<file path="config.mk">
export PLATFORM = sky130hd
export DESIGN_NAME = clipped_sprite_blit
export DESIGN_NICKNAME = d
export VERILOG_FILES = /design/src/hw/rtl/csb_pkg.sv /design/src/hw/rtl/csb_writer.sv /design/src/hw/rtl/clipped_sprite_blit.sv
export SDC_FILE = /design/constraint.sdc
export NUM_CORES = 1
export LEC_CHECK = 0
export ABC_AREA = 1
export ABC_CLOCK_PERIOD_IN_PS = 3400
export BUFFER_PORTS_ARGS = -buffer_cell sky130_fd_sc_hd__buf_2
export CAP_MARGIN = 20
export CORE_AREA = 10 10 163 165
export DETAILED_ROUTE_END_ITERATION = 8
export DIE_AREA = 0 0 173 175
export PLACE_DENSITY = 0.66
export SYNTH_ARGS = -nofsm -noshare
export SYNTH_HDL_FRONTEND = slang
export SYNTH_SLANG_ARGS = --single-unit
</file>
<file path="constraint.sdc">
create_clock -name clk -period 3.4 [get_ports clk]
set_input_delay 0.68 -clock clk [delete_from_list [all_inputs] [get_ports clk]]
set_output_delay 0.68 -clock clk [all_outputs]
set_load 0.01 [all_outputs]
</file>
<file path="src/hw/rtl/csb_pkg.sv">
`timescale 1ns / 1ps
// ----------------------------------------------------------------------------
// Clipped sprite blit package
// Shared widths, defaults and the pixel job type passed to the write stage.
// ----------------------------------------------------------------------------
package csb_pkg;

	// Default screen geometry and pixel doubling factors.
	localparam int unsigned SCREEN_WIDTH_DEF  = 320;
	localparam int unsigned SCREEN_HEIGHT_DEF = 200;
	localparam int unsigned X_SCALE_DEF       = 2;
	localparam int unsigned Y_SCALE_DEF       = 2;

	// Framebuffer byte address width.
	localparam int unsigned ADDR_W   = 18;
	localparam int unsigned COLOUR_W = 8;

	// Item codes on the op field.
	typedef enum logic {
		OP_BEGIN = 1'b0,
		OP_PIXEL = 1'b1
	} csb_op_t;

	// One drawn pixel: address of its top-left write and its colour.
	typedef struct packed {
		logic [ADDR_W-1:0]   base;
		logic [COLOUR_W-1:0] colour;
	} csb_job_t;

endpackage

</file>
<file path="src/hw/rtl/csb_writer.sv">
`timescale 1ns / 1ps
// ----------------------------------------------------------------------------
// Clipped sprite blit write sequencer
// Holds one drawn pixel and expands it into X_SCALE by Y_SCALE byte writes.
// ----------------------------------------------------------------------------
module csb_writer #(
	parameter int unsigned SCREEN_WIDTH = csb_pkg::SCREEN_WIDTH_DEF,
	parameter int unsigned X_SCALE      = csb_pkg::X_SCALE_DEF,
	parameter int unsigned Y_SCALE      = csb_pkg::Y_SCALE_DEF
) (
	input  logic                         clk,
	input  logic                         arst_n,
	input  logic                         job_push,
	input  csb_pkg::csb_job_t            job_in,
	output logic                         job_stall,
	output logic                         out_valid,
	input  logic                         out_stall,
	output logic [csb_pkg::ADDR_W-1:0]   write_address,
	output logic [csb_pkg::COLOUR_W-1:0] write_colour,
	output logic                         last_write
);

	// Bytes between two framebuffer rows.
	localparam int unsigned ROW_BYTES = SCREEN_WIDTH * X_SCALE;
	localparam logic [csb_pkg::ADDR_W-1:0] ROW_STEP = csb_pkg::ADDR_W'(ROW_BYTES);
	localparam logic LAST_COL = 1'(X_SCALE - 1);
	localparam logic LAST_ROW = 1'(Y_SCALE - 1);

	logic                         job_valid_s1;
	csb_pkg::csb_job_t            job_s1;
	logic                         sub_col_q;
	logic                         sub_row_q;
	logic                         out_valid_q;
	logic [csb_pkg::ADDR_W-1:0]   addr_q;
	logic [csb_pkg::COLOUR_W-1:0] colour_q;
	logic                         last_q;

	logic                         out_load;
	logic                         at_last_col;
	logic                         at_last_row;
	logic                         job_done;
	logic [csb_pkg::ADDR_W-1:0]   addr_c;

	// The output register takes a new write when it is empty or being taken.
	assign out_load    = job_valid_s1 && (!out_valid_q || !out_stall);
	assign at_last_col = (sub_col_q == LAST_COL);
	assign at_last_row = (sub_row_q == LAST_ROW);
	assign job_done    = out_load && at_last_col && at_last_row;
	assign job_stall   = job_valid_s1 && !job_done;

	// Address of the current sub-write: base, plus a row pitch, plus a column step.
	always_comb begin
		addr_c = job_s1.base + (sub_row_q ? ROW_STEP : '0)
			+ csb_pkg::ADDR_W'(sub_col_q);
	end

	// Job slot and sub-write counters.
	always_ff @(posedge clk or negedge arst_n) begin
		if (!arst_n) begin
			job_valid_s1 <= 1'b0;
			sub_col_q    <= 1'b0;
			sub_row_q    <= 1'b0;
		end else begin
			if (job_push) begin
				job_valid_s1 <= 1'b1;
			end else if (job_done) begin
				job_valid_s1 <= 1'b0;
			end
			if (out_load) begin
				if (at_last_col) begin
					sub_col_q <= 1'b0;
					sub_row_q <= at_last_row ? 1'b0 : 1'b1;
				end else begin
					sub_col_q <= 1'b1;
				end
			end
		end
	end

	always_ff @(posedge clk) begin
		if (job_push) begin
			job_s1 <= job_in;
		end
	end

	// Output register valid.
	always_ff @(posedge clk or negedge arst_n) begin
		if (!arst_n) begin
			out_valid_q <= 1'b0;
		end else if (out_load) begin
			out_valid_q <= 1'b1;
		end else if (!out_stall) begin
			out_valid_q <= 1'b0;
		end
	end

	// Output register payload.
	always_ff @(posedge clk) begin
		if (out_load) begin
			addr_q   <= addr_c;
			colour_q <= job_s1.colour;
			last_q   <= at_last_col && at_last_row;
		end
	end

	assign out_valid     = out_valid_q;
	assign write_address = addr_q;
	assign write_colour  = colour_q;
	assign last_write    = last_q;

	// A new pixel only arrives once the slot is free or finishing.
	a_push_when_free: assert property (@(posedge clk) disable iff (!arst_n)
		job_push |-> !job_stall)
		else $error("pixel job pushed while the slot is still busy");

	// With no job held the sub-write counters rest at their first write.
	a_counters_idle: assert property (@(posedge clk) disable iff (!arst_n)
		!job_valid_s1 |-> (sub_col_q == 1'b0) && (sub_row_q == 1'b0))
		else $error("sub-write counters not at rest with an empty slot");

	// A finished job leaves the slot empty unless another one replaces it.
	a_slot_frees: assert property (@(posedge clk) disable iff (!arst_n)
		job_done && !job_push |=> !job_valid_s1)
		else $error("job slot still full after its final write");

	// The final write of a job is flagged as last in the output register.
	a_last_marked: assert property (@(posedge clk) disable iff (!arst_n)
		job_done |=> out_valid_q && last_q)
		else $error("final write of a pixel not marked as last");

endmodule

</file>
<file path="src/hw/rtl/clipped_sprite_blit.sv">
`timescale 1ns / 1ps
// ----------------------------------------------------------------------------
// Clipped sprite blit
// Colour-keyed sprite blitter with screen clipping and pixel doubling.
// ----------------------------------------------------------------------------
// Usage:
// The input channel (in_valid / in_stall) carries begin items (op = 0),
// which set the sprite position, size and transparent key, and pixel items
// (op = 1), one source pixel each in row order. The output channel
// (out_valid / out_stall) carries framebuffer byte writes.
// A pixel that is on the screen and not keyed becomes X_SCALE * Y_SCALE
// writes; the last of them has last_write set. Begin items, keyed pixels,
// clipped pixels and pixels outside a blit give no writes.
// The first write of a pixel passes through the job slot and then the
// output register before it is presented. Throughput: while the job slot
// is empty, items that give no writes are taken one per cycle. A drawn
// pixel holds the single job slot until its last write has been loaded
// into the output register. Any item that arrives while the slot is
// still busy waits with in_stall high.
// When the receiver stalls, the output register holds its write and the
// job slot stays full, so in_stall stays high until the slot frees.
// Reset clears the blit state, the job slot and the output register; the
// transparent key resets to no key.
// ----------------------------------------------------------------------------
module clipped_sprite_blit #(
	parameter int unsigned SCREEN_WIDTH  = csb_pkg::SCREEN_WIDTH_DEF,
	parameter int unsigned SCREEN_HEIGHT = csb_pkg::SCREEN_HEIGHT_DEF,
	parameter int unsigned X_SCALE       = csb_pkg::X_SCALE_DEF,
	parameter int unsigned Y_SCALE       = csb_pkg::Y_SCALE_DEF
) (
	input  logic                         clk,
	input  logic                         arst_n,
	input  logic                         in_valid,
	output logic                         in_stall,
	input  logic                         op,
	input  logic signed [15:0]           dest_x,
	input  logic signed [15:0]           dest_y,
	input  logic [15:0]                  width,
	input  logic [15:0]                  height,
	input  logic signed [8:0]            key_colour,
	input  logic [csb_pkg::COLOUR_W-1:0] pixel_colour,
	output logic                         out_valid,
	input  logic                         out_stall,
	output logic [csb_pkg::ADDR_W-1:0]   write_address,
	output logic [csb_pkg::COLOUR_W-1:0] write_colour,
	output logic                         last_write
);

	// Screen coordinate widths and the byte pitch of one source row.
	localparam int unsigned XW = $clog2(SCREEN_WIDTH + 1);
	localparam int unsigned YW = $clog2(SCREEN_HEIGHT + 1);
	localparam int unsigned SPRITE_ROW_BYTES = SCREEN_WIDTH * X_SCALE * Y_SCALE;
	localparam logic signed [17:0] SW_S = 18'(SCREEN_WIDTH);
	localparam logic signed [17:0] SH_S = 18'(SCREEN_HEIGHT);

	logic              active_q;
	logic [15:0]       origin_x_q;
	logic [15:0]       origin_y_q;
	logic [15:0]       sprite_width_q;
	logic [15:0]       sprite_height_q;
	logic [15:0]       column_q;
	logic [15:0]       row_q;
	logic [8:0]        key_q;

	logic              in_accept;
	logic              is_pixel;
	logic signed [17:0] sx_c;
	logic signed [17:0] sy_c;
	logic              on_screen;
	logic              keyed;
	logic              draw;
	logic [16:0]       col_next;
	logic [16:0]       row_next;
	logic              job_push;
	logic              job_stall;
	csb_pkg::csb_job_t job_c;

	assign in_stall  = job_stall;
	assign in_accept = in_valid && !in_stall;
	assign is_pixel  = (csb_pkg::csb_op_t'(op) == csb_pkg::OP_PIXEL);

	// Screen position of the current source pixel and the clip and key tests.
	always_comb begin
		sx_c      = $signed({{2{origin_x_q[15]}}, origin_x_q})
			+ $signed({2'b00, column_q});
		sy_c      = $signed({{2{origin_y_q[15]}}, origin_y_q})
			+ $signed({2'b00, row_q});
		on_screen = (sx_c >= 18'sd0) && (sx_c < SW_S)
			&& (sy_c >= 18'sd0) && (sy_c < SH_S);
		keyed     = !key_q[8] && (key_q[7:0] == pixel_colour);
		draw      = active_q && on_screen && !keyed;
		col_next  = {1'b0, column_q} + 17'd1;
		row_next  = {1'b0, row_q} + 17'd1;
	end

	// Byte address of the pixel's top-left write, reduced to the address width.
	always_comb begin
		job_c.base = csb_pkg::ADDR_W'(
			(sy_c[YW-1:0] * SPRITE_ROW_BYTES) + (sx_c[XW-1:0] * X_SCALE));
		job_c.colour = pixel_colour;
	end

	assign job_push = in_accept && is_pixel && draw;

	// Blit state: placement, key and the source pixel counters.
	always_ff @(posedge clk or negedge arst_n) begin
		if (!arst_n) begin
			active_q        <= 1'b0;
			origin_x_q      <= '0;
			origin_y_q      <= '0;
			sprite_width_q  <= '0;
			sprite_height_q <= '0;
			column_q        <= '0;
			row_q           <= '0;
			key_q           <= '1;
		end else if (in_accept) begin
			if (!is_pixel) begin
				origin_x_q      <= dest_x;
				origin_y_q      <= dest_y;
				sprite_width_q  <= width;
				sprite_height_q <= height;
				key_q           <= key_colour;
				column_q        <= '0;
				row_q           <= '0;
				active_q        <= (width != 16'd0) && (height != 16'd0);
			end else if (active_q) begin
				if (col_next >= {1'b0, sprite_width_q}) begin
					column_q <= '0;
					if (row_next >= {1'b0, sprite_height_q}) begin
						row_q    <= '0;
						active_q <= 1'b0;
					end else begin
						row_q <= row_next[15:0];
					end
				end else begin
					column_q <= col_next[15:0];
				end
			end
		end
	end

	csb_writer #(
		.SCREEN_WIDTH (SCREEN_WIDTH),
		.X_SCALE      (X_SCALE),
		.Y_SCALE      (Y_SCALE)
	) u_writer (
		.clk           (clk),
		.arst_n        (arst_n),
		.job_push      (job_push),
		.job_in        (job_c),
		.job_stall     (job_stall),
		.out_valid     (out_valid),
		.out_stall     (out_stall),
		.write_address (write_address),
		.write_colour  (write_colour),
		.last_write    (last_write)
	);

endmodule
</file>
==> results by group <==
Outcome
  • Status: completed

Cells and area
  • Diode count: 0
  • Final Util: 52.8%
  • Final Cell Area: 12300 um2
  • Synthesis-to-layout area growth: 18.1%
  • Share of cells above drive strength 1: 15.8%
  • Fillers: 2245
  • Nets: 1668
  • FF/Latch Area: 4330 um2
  • Area of the multi-input gates: 5360 um2

Clocking
  • Clk Latency, worst-skew pair: 0.43 ns
  • CTS clk-pin slew, worst paths: 0.07 ns
  • Cts hold-fix bufs: 0
  • TritonCTS clock tree: yes
  • Clk Tree Root Cell: clkbuf_16
  • Number of H-tree levels: 4
  • Clock tree sinks: 162
  • Num CTS Buffers: 17
  • Longest Clk Path Bufs: 2

Worst setup path
  • CP max stage cell: fa_2
  • CP startpoint kind: flop
  • CP cell instances: ha_2, inv_1, fa_2, inv_1, ha_1, ha_1, inv_1, fa_2, nor3_2, nand2_1, nor4_2, xor2_1
  • Worst path required time: 3.57 ns
  • Crit-path most repeated cell: inv_1
  • CP Capture Type: flop
  • Critical Path Max Stage Delay: 0.51 ns
  • Worst path bufs/invs: 3
  • Critical Path Fanout Max: 3
  • Setup CP Type: flop to flop
  • Family with the most delay on the worst path: adder cells
  • WP data arrival: 3.45 ns

Logic synthesis
  • Synth Instances: 1358
  • Top cell type's share of synthesized area: 24.3%
  • Area leader, netlist: dfrtp_1
  • Sequential area share after synthesis: 41.6%
  • Largest cells by area after synthesis: dfrtp_1 24%, nand2_1 18%, edfxtp_1 15%
  • Post-synthesis cell area: 10400 um2
  • Synth async-reset ratio: 67.9%
  • Mapped Avg Cell Area: 7.66 um2
  • Syn. warnings: 0
  • Mapped Nets: 1533
  • Count of different cell masters after synthesis: 43
  • Number of synthesized flops with an enable pin: 52
  • Top_reg_cell synth: dfrtp_1
  • Synthesized flop and latch total: 162

Die
  • IO Count: 115
  • Die W: 173 um
  • Die Area: 30300 um2
  • Core ar.: 23300 um2
  • # rows: 56
  • Die Ht: 175 um
  • Initial core utilization: 44.7%

STA
  • Least-Margin Pin Slew: 0.972 ns
  • Post-route clock skew: 0.0181 ns
  • Final period util: 96.6%
  • Crit path time final: 3.28 ns
  • Max-slew headroom: 35.1%
  • RSZ-0062 raised after global routing: yes
  • Final setup TNS: 0 ns
  • Count of final max-slew check failures: 0
  • Final setup vio count: 0
  • Final hold vios: 0
  • Max Fclk: 0.305 GHz
  • Final WS setup: 0.117 ns

Placed design
  • Port bufs: 114
  • Pre-CTS setup slack: -0.0404 ns
  • GP Congestion: 0.945
  • Dpl cell area: 11400 um2
  • HPWL after DPL: 19100 um

Power and ir drop
  • Clock share of power: 35.2%
  • Leakage: 0.00645 uW
  • Seq pwr share: 41.4%
  • PwrDens: 449 nW/um2
  • Sw Ratio: 31.3%
  • P_sw: 1730 uW
  • Comb power frac: 23.5%
  • Cell internal pwr: 3790 uW
  • VDD IR max: 307 uV

Global routing
  • Global-route wire length before repair: 40600 um
  • Grt total ovfl: 0
  • Tot GR Track Use: 16.0%
  • Vias in the first global route: 8454
  • Largest net degree at the start of global routing: 113
  • Initial antenna violation count: 1

Detailed routing
  • DRT Pass-1 Iters: 5
  • Detailed Route WL: 24600 um
  • Routed Antenna Nets: 0
  • WL/cell: 13.5 um
  • # DRC: 0
  • Via/cell ratio: 4.86
  • Initial DRC count: 552
  • Via count: 8875

Job
  • Max Cap Viol: 0

Hold path
  • Worst hold-check path type: input port to asynchronous set/reset pin
==> per-layer routing <==
layer | track usage, % | wire, um | share of wire [%]
met5 | 0 | 7 | 0.028
met2 | 26.2 | 11400 | 46
met1 | 21.3 | 11800 | 48
met4 | 4.49 | 446 | 1.8
met3 | 2.97 | 958 | 3.9
==> Yosys cell counts (2+ instances only) <==
library cell,count
a31o_2,2
fa_1,4
o22ai_1,8
o21bai_1,3
and2_1,3
nand2_1,485
or2_2,2
nand4_1,18
nor2_2,3
xor2_1,42
edfxtp_1,52
dfstp_2,9
buf_4,2
nand2_2,2
nor3_2,2
nor3_1,16
inv_1,200
inv_2,4
o21ai_1,7
clkbuf_1,8
a21o_1,2
nor4_1,10
xnor2_1,15
a21oi_1,38
buf_2,13
nor2_1,93
dfrtp_1,101
o21ai_0,63
nand3b_1,5
ha_1,85
nand3_1,49
==> worst register-to-register path, stage by stage, from the launching register on <==
cell	delay, ns
dfrtp_1	0.37
ha_2	0.20
inv_1	0.06
fa_2	0.51
inv_1	0.07
ha_1	0.30
ha_1	0.22
inv_1	0.11
fa_2	0.49
nor3_2	0.20
nand2_1	0.12
nor4_2	0.27
xor2_1	0.11
==> layout by cell type (no fill, tap or decap), types with 6 or more instances in the layout <==
cell type / Yosys / layout
a21oi_1: 38 / 35
buf_2: 13 / 113
buf_4: 2 / 24
clkbuf_16: 0 / 17
dfrtp_1: 101 / 95
dfrtp_2: 0 / 6
dfstp_2: 9 / 9
edfxtp_1: 52 / 52
ha_1: 85 / 78
inv_1: 200 / 199
nand2_1: 485 / 483
nand3_1: 49 / 48
nand4_1: 18 / 18
nor2_1: 93 / 89
nor3_1: 16 / 14
nor4_1: 10 / 8
o21ai_0: 63 / 61
o21ai_1: 7 / 7
o22ai_1: 8 / 8
xnor2_1: 15 / 14
xor2_1: 42 / 40
==> final cells by class <==
type                            count  share of cell area, %
Inverter                          206                   6.36
Clock inverter                     14                   1.30
Sequential cell                   162                   35.3
Clock buffer                       18                   3.58
Timing Repair Buffer              140                   6.52
Tap cell                          319                   3.25
Multi-Input combinational cell    966                   43.7
==> cell families (layout without fill, tap and decap cells) <==
kind of cell               after synthesis  in the layout  synth area share, %
and+or+nand+nor                        693            693                 27.4
buffers and inverters                  230            378                 8.65
DFF                                    162            162                 41.6
AOI/OAI and AO/OA                      127            127                 6.55
adders and majority gates               89             89                 11.0
xor gates and xnor gates                57             57                 4.80
==> state kept, by name, indices dropped and copies added, names as in the netlist, 8 cells and up <==
name                    cells
u_writer.write_colour       8
key_q                       9
row_q                      16
u_writer.write_address     18
sprite_height_q            16
u_writer.job_s1            25
origin_y_q                 16
sprite_width_q             16
column_q                   16
origin_x_q                 16
==> worst paths after layout <==
kind / from / cells after the start / slack (ns) / to
max: origin_y_q[0] / 12 / 0.12 / u_writer.job_s1[25]
min: arst_n / 1 / 0.20 / sprite_width_q[3]
max reg2reg: origin_y_q[0] / 12 / 0.12 / u_writer.job_s1[25]
min reg2reg: u_writer.job_s1[10] / 0 / 0.42 / u_writer.write_address[2]
max in group asynchronous: arst_n / 2 / 2.45 / origin_y_q[6]
min in group clk: u_writer.job_s1[10] / 0 / 0.42 / u_writer.write_address[2]
==> stage by stage <==
stage                     cells  total power [uW]  hold WS, ns
final                      1825              5510        0.199
after global routing       1825              5840        0.224
after CTS                  1819              5450        0.201
after detailed placement   1787              3480        0.405
after global placement     1787              3440        0.402
after floorplan            1358              3110        0.384
==> power groups by stage <==
stage	clock network, uW	logic (uW)	registers, uW
finish	1940	1290	2280
global route	2060	1480	2300
CTS	1980	1200	2280
detailed placement	0	1170	2310
global placement	0	1140	2310
floorplan	0	825	2290
==> what timing repair did <==
action | CTS | global route
buffers inserted | 0 | 6
setup endpoints to repair | 2 | 36
pin swaps | 0 | 8
gates resized for setup | 5 | 38
Power figures use the tool's default switching activity.
